**src/rtl/assert_macros.svh**
```systemverilog
// Assertion macros shared by the tick scheduler RTL.
// No dependencies; concurrent assertions vanish when SYNTHESIS is defined.
`ifndef ASSERT_MACROS_SVH
`define ASSERT_MACROS_SVH

`ifndef SYNTHESIS
// Property that must hold at every rising clock edge outside reset.
`define TTS_ASSERT(lbl, clk, rst_n, prop, msg) \
    lbl: assert property (@(posedge clk) disable iff (!rst_n) (prop)) else $error(msg);
// Condition in one cycle that implies a result in the next cycle.
`define TTS_ASSERT_NEXT(lbl, clk, rst_n, pre, post, msg) \
    lbl: assert property (@(posedge clk) disable iff (!rst_n) (pre) |=> (post)) \
        else $error(msg);
`else
`define TTS_ASSERT(lbl, clk, rst_n, prop, msg)
`define TTS_ASSERT_NEXT(lbl, clk, rst_n, pre, post, msg)
`endif

`endif

```
**src/rtl/tts_pkg.sv**
```systemverilog
// Package for the tick scheduler: field widths, default sizes and the opcode type.
// No dependencies; used by the channel interfaces and the top level.
package tts_pkg;

    localparam int unsigned PERIODIC_SLOTS_DEF  = 4;
    localparam int unsigned ONESHOT_SLOTS_DEF   = 8;
    localparam int unsigned TICKS_PER_MILLI_DEF = 1;

    localparam int unsigned COUNT_W         = 26;
    localparam int unsigned MS_W            = 16;
    localparam int unsigned SLOT_W          = 3;
    localparam int unsigned PFIRE_W         = 4;
    localparam int unsigned OFIRE_W         = 8;
    localparam int unsigned NUM_PERIOD_REGS = 4;
    localparam int unsigned PADDR_W         = $clog2(NUM_PERIOD_REGS) + 2;
    localparam int unsigned PDATA_W         = 32;

    typedef enum logic {
        OP_TICK = 1'b0,
        OP_ADD  = 1'b1
    } t_opcode;

    typedef logic [COUNT_W-1:0] t_count;

endpackage

```
**src/rtl/tts_cmd_if.sv**
```systemverilog
// Command channel of the tick scheduler: valid/ready plus opcode and delay.
// Depends on tts_pkg.
interface tts_cmd_if import tts_pkg::*; ();
    logic            valid;
    logic            ready;
    t_opcode         opcode;
    logic [MS_W-1:0] delay_ms;

    modport source (output valid, output opcode, output delay_ms, input ready);
    modport sink   (input valid, input opcode, input delay_ms, output ready);
endinterface

```
**src/rtl/tts_rsp_if.sv**
```systemverilog
// Response channel of the tick scheduler: valid/ready plus result fields.
// Depends on tts_pkg.
interface tts_rsp_if import tts_pkg::*; ();
    logic               valid;
    logic               ready;
    logic               accepted;
    logic [SLOT_W-1:0]  slot;
    logic [PFIRE_W-1:0] periodic_fire;
    logic [OFIRE_W-1:0] oneshot_fire;

    modport source (output valid, output accepted, output slot, output periodic_fire,
                    output oneshot_fire, input ready);
    modport sink   (input valid, input accepted, input slot, input periodic_fire,
                    input oneshot_fire, output ready);
endinterface

```
**src/rtl/tick_task_scheduler.sv**
```systemverilog
// Tick scheduler with periodic channels and one-shot slots.
// Depends on tts_pkg, tts_cmd_if, tts_rsp_if and assert_macros.svh.
//
// Usage: each command beat on i_cmd is either a tick (one system tick has
// elapsed) or an add (place a one-shot delay in the lowest free slot). Every
// command beat yields exactly one response beat on o_rsp, in order. A tick
// response carries the fire masks of the periodic channels and one-shot
// slots; an add response carries the granted slot, or accepted low when all
// slots are busy. Channel periods are written over the APB port while idle;
// a nonzero period reloads that channel's countdown immediately.
// The edge that accepts a command loads the input register. Once the response
// register is free, a single pass updates every counter in parallel and loads
// the response register. Throughput is one command per cycle while the receiver
// keeps taking responses, set by that single counter-update pass.
// When the receiver stalls, the response register holds and one more command
// still enters the input register; after that i_cmd.ready drops until the
// response is taken. Reset clears all periods, marks every one-shot slot free
// and empties both stages.
`include "assert_macros.svh"

module tick_task_scheduler import tts_pkg::*; #(
    parameter int unsigned PERIODIC_SLOTS  = PERIODIC_SLOTS_DEF,
    parameter int unsigned ONESHOT_SLOTS   = ONESHOT_SLOTS_DEF,
    parameter int unsigned TICKS_PER_MILLI = TICKS_PER_MILLI_DEF
) (
    input  logic               i_clk,
    input  logic               i_rst_n,
    tts_cmd_if.sink            i_cmd,
    tts_rsp_if.source          o_rsp,
    input  logic               psel,
    input  logic               penable,
    input  logic               pwrite,
    input  logic [PADDR_W-1:0] paddr,
    input  logic [PDATA_W-1:0] pwdata,
    output logic [PDATA_W-1:0] prdata,
    output logic               pready
);

    // Only channels that have a period register can ever become active.
    localparam int unsigned CFG_CH    = (PERIODIC_SLOTS < NUM_PERIOD_REGS) ?
                                        PERIODIC_SLOTS : NUM_PERIOD_REGS;
    localparam int unsigned OS_IDX_W  = (ONESHOT_SLOTS > 1) ? $clog2(ONESHOT_SLOTS) : 1;
    localparam int unsigned REG_IDX_W = PADDR_W - 2;

    // Input stage.
    logic    r_s1_valid;
    t_opcode r_s1_op;
    t_count  r_s1_ticks;

    // Response register.
    logic               r_out_valid;
    logic               r_out_accepted;
    logic [SLOT_W-1:0]  r_out_slot;
    logic [PFIRE_W-1:0] r_out_pfire;
    logic [OFIRE_W-1:0] r_out_ofire;

    // Scheduler state.
    logic [MS_W-1:0]          r_period [PERIODIC_SLOTS];
    t_count                   r_reload [PERIODIC_SLOTS];
    t_count                   r_pcount [PERIODIC_SLOTS];
    t_count                   r_ocount [ONESHOT_SLOTS];
    logic [ONESHOT_SLOTS-1:0] r_busy;

    // Next values from the update pass.
    t_count                    n_pcount [PERIODIC_SLOTS];
    t_count                    n_ocount [ONESHOT_SLOTS];
    logic [ONESHOT_SLOTS-1:0]  n_busy;
    logic [PERIODIC_SLOTS-1:0] n_pfire;
    logic [ONESHOT_SLOTS-1:0]  n_ofire;
    logic                      n_accepted;
    logic [SLOT_W-1:0]         n_slot;
    logic [OS_IDX_W-1:0]       n_idx;
    logic                      n_found;

    logic                 out_free;
    logic                 s1_go;
    logic                 in_acc;
    logic                 cfg_wr;
    logic [REG_IDX_W-1:0] cfg_idx;
    t_count               cfg_ticks;
    t_count               in_ticks;

    // Handshake: the response register frees when empty or being taken, and
    // the input stage moves whenever the response register is free.
    assign out_free    = !r_out_valid || o_rsp.ready;
    assign s1_go       = r_s1_valid && out_free;
    assign i_cmd.ready = !r_s1_valid || out_free;
    assign in_acc      = i_cmd.valid && i_cmd.ready;

    // Milliseconds to ticks; the product fits the 26-bit count for TICKS_PER_MILLI up to 1024.
    assign in_ticks  = i_cmd.delay_ms * COUNT_W'(TICKS_PER_MILLI);
    assign cfg_ticks = pwdata[MS_W-1:0] * COUNT_W'(TICKS_PER_MILLI);

    assign pready  = 1'b1;
    assign cfg_wr  = psel && penable && pwrite;
    assign cfg_idx = paddr[PADDR_W-1:2];

    // Register readback; registers without a channel read as zero.
    always_comb begin
        prdata = '0;
        for (int i = 0; i < CFG_CH; i++) begin
            if (cfg_idx == REG_IDX_W'(i)) begin
                prdata = PDATA_W'(r_period[i]);
            end
        end
    end

    // Single update pass over all channels and slots.
    always_comb begin
        n_pfire    = '0;
        n_ofire    = '0;
        n_accepted = 1'b0;
        n_busy     = r_busy;
        n_idx      = '0;
        n_found    = 1'b0;
        for (int i = 0; i < PERIODIC_SLOTS; i++) begin
            n_pcount[i] = r_pcount[i];
        end
        for (int i = 0; i < ONESHOT_SLOTS; i++) begin
            n_ocount[i] = r_ocount[i];
        end

        // Lowest free one-shot slot: scan downward so the lowest one wins.
        for (int i = ONESHOT_SLOTS - 1; i >= 0; i--) begin
            if (!r_busy[i]) begin
                n_found = 1'b1;
                n_idx   = OS_IDX_W'(i);
            end
        end

        if (r_s1_op == OP_TICK) begin
            n_accepted = 1'b1;
            for (int i = 0; i < PERIODIC_SLOTS; i++) begin
                if (r_period[i] != '0) begin
                    if (r_pcount[i] <= t_count'(1)) begin
                        // A count of zero means the last reload was already due,
                        // so the fresh period starts one tick short.
                        n_pfire[i]  = 1'b1;
                        n_pcount[i] = (r_pcount[i] == t_count'(1)) ?
                                      r_reload[i] : r_reload[i] - t_count'(1);
                    end else begin
                        n_pcount[i] = r_pcount[i] - t_count'(1);
                    end
                end
            end
            for (int i = 0; i < ONESHOT_SLOTS; i++) begin
                if (r_busy[i]) begin
                    if (r_ocount[i] <= t_count'(1)) begin
                        n_ofire[i]  = 1'b1;
                        n_busy[i]   = 1'b0;
                        n_ocount[i] = '0;
                    end else begin
                        n_ocount[i] = r_ocount[i] - t_count'(1);
                    end
                end
            end
        end else if (n_found) begin
            n_accepted = 1'b1;
            for (int i = 0; i < ONESHOT_SLOTS; i++) begin
                if (n_idx == OS_IDX_W'(i)) begin
                    n_busy[i]   = 1'b1;
                    n_ocount[i] = r_s1_ticks;
                end
            end
        end

        n_slot = (r_s1_op == OP_ADD && n_found) ? SLOT_W'(n_idx) : '0;
    end

    // Control state and configuration.
    always_ff @(posedge i_clk) begin
        if (!i_rst_n) begin
            r_s1_valid  <= 1'b0;
            r_out_valid <= 1'b0;
            r_busy      <= '0;
            for (int i = 0; i < PERIODIC_SLOTS; i++) begin
                r_period[i] <= '0;
                r_reload[i] <= '0;
            end
        end else begin
            r_s1_valid <= in_acc || (r_s1_valid && !s1_go);
            if (s1_go) begin
                r_out_valid <= 1'b1;
            end else if (o_rsp.ready) begin
                r_out_valid <= 1'b0;
            end
            if (s1_go) begin
                r_busy <= n_busy;
            end
            for (int i = 0; i < CFG_CH; i++) begin
                if (cfg_wr && cfg_idx == REG_IDX_W'(i)) begin
                    r_period[i] <= pwdata[MS_W-1:0];
                    r_reload[i] <= cfg_ticks;
                end
            end
        end
    end

    // Payload: input stage, counters and response fields.
    always_ff @(posedge i_clk) begin
        if (in_acc) begin
            r_s1_op    <= i_cmd.opcode;
            r_s1_ticks <= in_ticks;
        end
        if (s1_go) begin
            r_out_accepted <= n_accepted;
            r_out_slot     <= n_slot;
            r_out_pfire    <= PFIRE_W'(n_pfire);
            r_out_ofire    <= OFIRE_W'(n_ofire);
            for (int i = 0; i < ONESHOT_SLOTS; i++) begin
                r_ocount[i] <= n_ocount[i];
            end
        end
        for (int i = 0; i < PERIODIC_SLOTS; i++) begin
            // A nonzero period write reloads the countdown at once.
            if (i < CFG_CH && cfg_wr && cfg_idx == REG_IDX_W'(i)
                && pwdata[MS_W-1:0] != '0) begin
                r_pcount[i] <= cfg_ticks;
            end else if (s1_go) begin
                r_pcount[i] <= n_pcount[i];
            end
        end
    end

    assign o_rsp.valid         = r_out_valid;
    assign o_rsp.accepted      = r_out_accepted;
    assign o_rsp.slot          = r_out_slot;
    assign o_rsp.periodic_fire = r_out_pfire;
    assign o_rsp.oneshot_fire  = r_out_ofire;

    // A rejected add beat carries no slot and no fire bits.
    `TTS_ASSERT(a_reject_clean, i_clk, i_rst_n, !(r_out_valid && !r_out_accepted) || (r_out_slot == '0 && r_out_pfire == '0 && r_out_ofire == '0), "rejected add with nonzero fields")
    // A tick only frees slots and never claims one.
    `TTS_ASSERT_NEXT(a_tick_no_claim, i_clk, i_rst_n, s1_go && r_s1_op == OP_TICK, (r_busy & ~$past(r_busy)) == '0, "tick claimed a one-shot slot")
    // A placed add claims exactly one slot.
    `TTS_ASSERT_NEXT(a_add_one_slot, i_clk, i_rst_n, s1_go && r_s1_op == OP_ADD && n_found, $countones(r_busy) == $countones($past(r_busy)) + 1, "add did not claim exactly one slot")
    // A full slot set rejects the add.
    `TTS_ASSERT(a_full_rejects, i_clk, i_rst_n, !(r_s1_valid && r_s1_op == OP_ADD && r_busy == '1) || !n_accepted, "add accepted with all slots busy")

endmodule

```
**src/flat_wrapper.sv**
```systemverilog
// flat-port wrapper written by rule: the top's interface ports become plain ports
module tick_task_scheduler_flat import tts_pkg::*;
#(
    parameter int unsigned PERIODIC_SLOTS  = PERIODIC_SLOTS_DEF,
    parameter int unsigned ONESHOT_SLOTS   = ONESHOT_SLOTS_DEF,
    parameter int unsigned TICKS_PER_MILLI = TICKS_PER_MILLI_DEF
)
  (i_clk, i_rst_n, psel, penable, pwrite, paddr, pwdata, prdata, pready, i_cmd_valid, i_cmd_opcode, i_cmd_delay_ms, i_cmd_ready, o_rsp_valid, o_rsp_accepted, o_rsp_slot, o_rsp_periodic_fire, o_rsp_oneshot_fire, o_rsp_ready);
  tts_cmd_if i_cmd_i ();
  tts_rsp_if o_rsp_i ();
  input  logic i_clk;
  input  logic i_rst_n;
  input  logic psel;
  input  logic penable;
  input  logic pwrite;
  input  logic [PADDR_W-1:0] paddr;
  input  logic [PDATA_W-1:0] pwdata;
  output logic [PDATA_W-1:0] prdata;
  output logic pready;
  input wire logic [$bits(i_cmd_i.valid)-1:0] i_cmd_valid;
  input wire logic [$bits(i_cmd_i.opcode)-1:0] i_cmd_opcode;
  input wire logic [$bits(i_cmd_i.delay_ms)-1:0] i_cmd_delay_ms;
  output wire logic [$bits(i_cmd_i.ready)-1:0] i_cmd_ready;
  output wire logic [$bits(o_rsp_i.valid)-1:0] o_rsp_valid;
  output wire logic [$bits(o_rsp_i.accepted)-1:0] o_rsp_accepted;
  output wire logic [$bits(o_rsp_i.slot)-1:0] o_rsp_slot;
  output wire logic [$bits(o_rsp_i.periodic_fire)-1:0] o_rsp_periodic_fire;
  output wire logic [$bits(o_rsp_i.oneshot_fire)-1:0] o_rsp_oneshot_fire;
  input wire logic [$bits(o_rsp_i.ready)-1:0] o_rsp_ready;
  assign i_cmd_i.valid = i_cmd_valid;
  assign i_cmd_i.opcode = i_cmd_opcode;
  assign i_cmd_i.delay_ms = i_cmd_delay_ms;
  assign i_cmd_ready = i_cmd_i.ready;
  assign o_rsp_valid = o_rsp_i.valid;
  assign o_rsp_accepted = o_rsp_i.accepted;
  assign o_rsp_slot = o_rsp_i.slot;
  assign o_rsp_periodic_fire = o_rsp_i.periodic_fire;
  assign o_rsp_oneshot_fire = o_rsp_i.oneshot_fire;
  assign o_rsp_i.ready = o_rsp_ready;
  tick_task_scheduler #(.PERIODIC_SLOTS(PERIODIC_SLOTS), .ONESHOT_SLOTS(ONESHOT_SLOTS), .TICKS_PER_MILLI(TICKS_PER_MILLI)) u_core (.i_clk(i_clk), .i_rst_n(i_rst_n), .i_cmd(i_cmd_i), .o_rsp(o_rsp_i), .psel(psel), .penable(penable), .pwrite(pwrite), .paddr(paddr), .pwdata(pwdata), .prdata(prdata), .pready(pready));
endmodule
```
**config.mk**
```make
export PLATFORM = sky130hd
export DESIGN_NAME = tick_task_scheduler_flat
export DESIGN_NICKNAME = d
export VERILOG_FILES = /design/src/rtl/tts_pkg.sv /design/src/rtl/tts_cmd_if.sv /design/src/rtl/tts_rsp_if.sv /design/src/rtl/tick_task_scheduler.sv /design/src/flat_wrapper.sv
export VERILOG_INCLUDE_DIRS = /design/src /design/src/rtl
export SDC_FILE = /design/constraint.sdc
export NUM_CORES = 1
export LEC_CHECK = 0
export ABC_AREA = 1
export BUFFER_PORTS_ARGS = -buffer_cell sky130_fd_sc_hd__buf_2
export CAP_MARGIN = 20
export CORE_ASPECT_RATIO = 0.75
export CORE_UTILIZATION = 40
export CTS_BUF_LIST = sky130_fd_sc_hd__clkbuf_8
export DETAILED_ROUTE_END_ITERATION = 10
export PLACE_DENSITY = 0.61
export SLEW_MARGIN = 15
export SYNTH_ARGS = -nofsm -noshare
export SYNTH_HDL_FRONTEND = slang
export SYNTH_SLANG_ARGS = --single-unit
export TNS_END_PERCENT = 100
```
**constraint.sdc**
```tcl
create_clock -name i_clk -period 10.2 [get_ports i_clk]
set_input_delay 0.51 -clock i_clk [delete_from_list [all_inputs] [get_ports i_clk]]
set_output_delay 0.51 -clock i_clk [all_outputs]
set_load 0.01 [all_outputs]
```
==> out/qor.tcl <==
set qor(outcome) {finished clean}
set qor(worst_setup_hold_path_clk_slew_ns) 0.07
set qor(antenna_violations_before_repair) 5
set qor(count_of_flip_flops_with_a_built_in_enable_after_synthesis) 409
set qor(detail_route.drc_violations) 0
set qor(height_of_the_die_um) 229
set qor(floorplan.die.width_um) 305
set qor(area.growth.synth_to_final_pct) 10.3
set qor(cts_buffer_depth) 3
set qor(endpoint_of_the_worst_setup_timing_path) {u_core.r_pcount[1][22]}
set qor(max-vdd-ir-drop_uv) 78.6
set qor(worst-slew-pin-transition_ns) 1.01
set qor(setup-violations-final) 0
set qor(m1WireLength_mm) 40.3
set qor(grt_first_pass_wirelength_mm) 122
set qor(drt_first_iter_violations) 2615
set qor(launching_element_type_of_the_critical_path) {flop}
set qor(clkLatencyLatePin_ns) 0.67
set qor(initial_core_util) 0.408
set qor(rsz_0062_raised_after_global_routing) {no}
set qor(antenna_cells_inserted) 0
set qor(first_pass_iters) 6
set qor(synthesis.area_sq_mm) 0.0275
set qor(route.top_layer_used) {met4}
set qor(path_class) {reg -> reg}
set qor(regToRegStartpoint) {u_core.r_pcount[1][9]}
set qor(global_route.usage.total) 0.223
set qor(yosysSeqAreaShare) 0.454
set qor(wl_met3_mm) 6.67
set qor(met2WireLength_mm) 30.8
set qor(final.period_utilization) 0.344
set qor(ctsHoldBuffers) 17
set qor(ys_top_cells_by_area) {sky130_fd_sc_hd__edfxtp_1 (45%), sky130_fd_sc_hd__nand2_1 (13%), sky130_fd_sc_hd__nor2_1 (8.7%)}
set qor(worst_setup_path_startpoint) {u_core.r_pcount[1][9]}
set qor(cts_tree) {yes}
set qor(finalHoldViolations) 0
set qor(postSynthCellCount) 3579
set qor(yosys.cell_types.count) 49
set qor(totalWireLength_mm) 78.9
set qor(yosysWarningCount) 0
set qor(via_count) 23949
set qor(path_max_fanout) 26
set qor(routedWlPerCell_um) 17.0
set qor(ys_seq_elements) 419
set qor(die-area_sq_mm) 0.0698
set qor(worstPathRequired_ns) 10.58
set qor(syn-mean-instance-area_sq_um) 7.69
set qor(cellPowerDensity_mw_per_mm2) 130
set qor(timing.critical_path.arrival_ns) 3.88
set qor(cts-buffers-inserted) 75
set qor(design.core.area_sq_mm) 0.0674
set qor(dp_cells) 4487
set qor(period_minus_slack_ns) 3.51
set qor(dpl.hpwl_mm) 56.3
set qor(power.static_leakage_nw) 12.2
set qor(overflow) 0
set qor(route.detailed.vias_per_inst) 5.16
set qor(timing_max_transition_violations_final) 0
set qor(largest_stage_delay_on_the_critical_path_ns) 0.49
set qor(route.antenna.remaining_nets) 0
set qor(place.gp.congestion) 0.945
set qor(placementRows) 82
set qor(fin_skew_ns) 0.0222
set qor(worstPathCellList) {inv_1 -> nand2_1 -> nor2_4 -> nand2_2 -> nor3_4 -> nand2_2 -> nand2_2 -> inv_1 -> nand3_1 -> a21oi_1}
set qor(class_of_the_worst_hold_path) {in -> reg}
set qor(r2r_end) {u_core.r_pcount[1][22]}
set qor(floorplan.io_pins) 111
set qor(final_net_count) 3787
set qor(fin_tns_setup_ns) 0
set qor(postCtsSetupRepairBufs) 0
set qor(most_frequent_cells_in_the_layout) {sky130_fd_sc_hd__nand2_1 (941), sky130_fd_sc_hd__nor2_1 (635), sky130_fd_sc_hd__edfxtp_1 (409), sky130_fd_sc_hd__inv_1 (401), sky130_fd_sc_hd__nand3_1 (220)}
set qor(slowest_cell_on_the_critical_path) {sky130_fd_sc_hd__nand2_2}
set qor(grt_start_max_net_pins) 36
set qor(clock_tree.htree_level_count) 3
set qor(cts_repair_resize_count) 0
set qor(synthDominantCellAreaShare) 0.446
set qor(timing.reg2reg.worst_path_depth) 10
set qor(maxCapViolations) 0
set qor(max_slew_headroom) 0.326
set qor(critPathMostFrequentCell) {sky130_fd_sc_hd__nand2_2}
set qor(setup.worst_path.end_class) {flop}
set qor(master_cell_of_the_clock_root_buffer) {sky130_fd_sc_hd__clkbuf_8}
set qor(worst-r2r-setup-slack_ns) 6.69
set qor(grt_pass1_vias) 21387
set qor(final-instance-count-excl-fill) 4640
set qor(layout_commonest_cell) {sky130_fd_sc_hd__nand2_1}
set qor(post_route_cells_drive_above_1_share) 0.0772
set qor(io_buffer_count) 75
set qor(asyncSetResetFlopFracSynth) 0
set qor(maxClockFrequency_mhz) 285
set qor(top_cell_type_by_total_area_after_synthesis) {sky130_fd_sc_hd__edfxtp_1}
set qor(clkSinkCount) 419
set qor(dominantRegCellSynth) {sky130_fd_sc_hd__edfxtp_1}
[where the power goes]
group          switching [mW]  internal [mW]  total [mW]
Clock                   0.753          0.806        1.56
Combinational           0.267          0.112       0.379
Sequential             0.0598           1.96        2.02
[metal layers]
metal / vias to the layer above / global-route usage
met3: 92 / 0.0470
met4: 0 / 0.0461
li1: 11932 / -
met1: 11086 / 0.360
met5: - / 0
met2: 839 / 0.296
[state kept, by name, summed over array words and instances (netlist names), 3 cells and up]
register and cells:
u_core.o_rsp.oneshot_fire 8, u_core.o_rsp.periodic_fire 4, u_core.o_rsp.slot 3, u_core.r_busy 8
u_core.r_ocount 208, u_core.r_pcount 104, u_core.r_period 32, u_core.r_reload 32
u_core.r_s1_ticks 16
[final cells by class]
| cell class | instances | area (sq um) |
|---|---|---|
| Clock buffer | 77 | 1060 |
| Timing Repair Buffer | 114 | 711 |
| Fill cell | 6824 | 37000 |
| Inverter | 383 | 1440 |
| Multi-Input combinational cell | 2706 | 13200 |
| Clock inverter | 59 | 359 |
| Tap cell | 882 | 1100 |
| Sequential cell | 419 | 12500 |
[worst min-delay path by stage]
stage,startpoint,endpoint,slack [ns],cells past startpoint
after floorplan,u_core.r_busy[7],u_core.r_busy[7],0.47,2
after global placement,u_core.o_rsp.valid,u_core.o_rsp.valid,0.50,2
after detailed placement,u_core.o_rsp.valid,u_core.o_rsp.valid,0.50,2
after CTS,i_cmd_valid,u_core.r_s1_valid,0.09,3
after global routing,i_cmd_valid,u_core.r_s1_valid,0.12,3
final,i_cmd_valid,u_core.r_s1_valid,0.14,3
[metrics by stage]
step	utilization	area [sq um]	total power, mW	setup WS [ns]	hold slack, ns
2_1_floorplan	-	27600	2.29	6.67	0.470
3_3_place_gp	0.427	28800	2.42	6.65	0.500
3_5_place_dp	0.427	28800	2.42	6.65	0.501
4_1_cts	0.450	30400	3.99	6.75	0.0857
5_1_grt	0.450	30400	4.12	6.38	0.116
6_report	0.450	30400	3.96	6.69	0.140
[worst max-delay path: cells and delay by family (launching register included)]
kind,cells,cell delay (ns)
simple gates,7,2.08
buf+inv,2,0.59
compound gates,1,0.08
flops,1,0.44
[kinds of logic (layout without fill, tap and decap cells)]
group,count (synthesis),count (layout),synth area share
AOI/OAI and AO/OA,368,368,0.0690
DFF,419,419,0.454
adders and majority gates,28,28,0.0127
buffers and inverters,469,633,0.0700
other,2,17,0.000273
and+or+nand+nor,2039,2039,0.313
xor gates and xnor gates,254,254,0.0809
[synthesized netlist by cell type, types with 25 or more instances]
library cell / instances
sky130_fd_sc_hd__nand2_1: 941
sky130_fd_sc_hd__nor2_1: 635
sky130_fd_sc_hd__edfxtp_1: 409
sky130_fd_sc_hd__inv_1: 372
sky130_fd_sc_hd__nand3_1: 220
sky130_fd_sc_hd__o21ai_0: 198
sky130_fd_sc_hd__xor2_1: 177
sky130_fd_sc_hd__a21oi_1: 144
sky130_fd_sc_hd__xnor2_1: 77
sky130_fd_sc_hd__nand4_1: 61
sky130_fd_sc_hd__nor3_1: 60
sky130_fd_sc_hd__clkbuf_1: 31
sky130_fd_sc_hd__ha_1: 28
sky130_fd_sc_hd__buf_2: 25
Power figures use the tool's default switching activity.
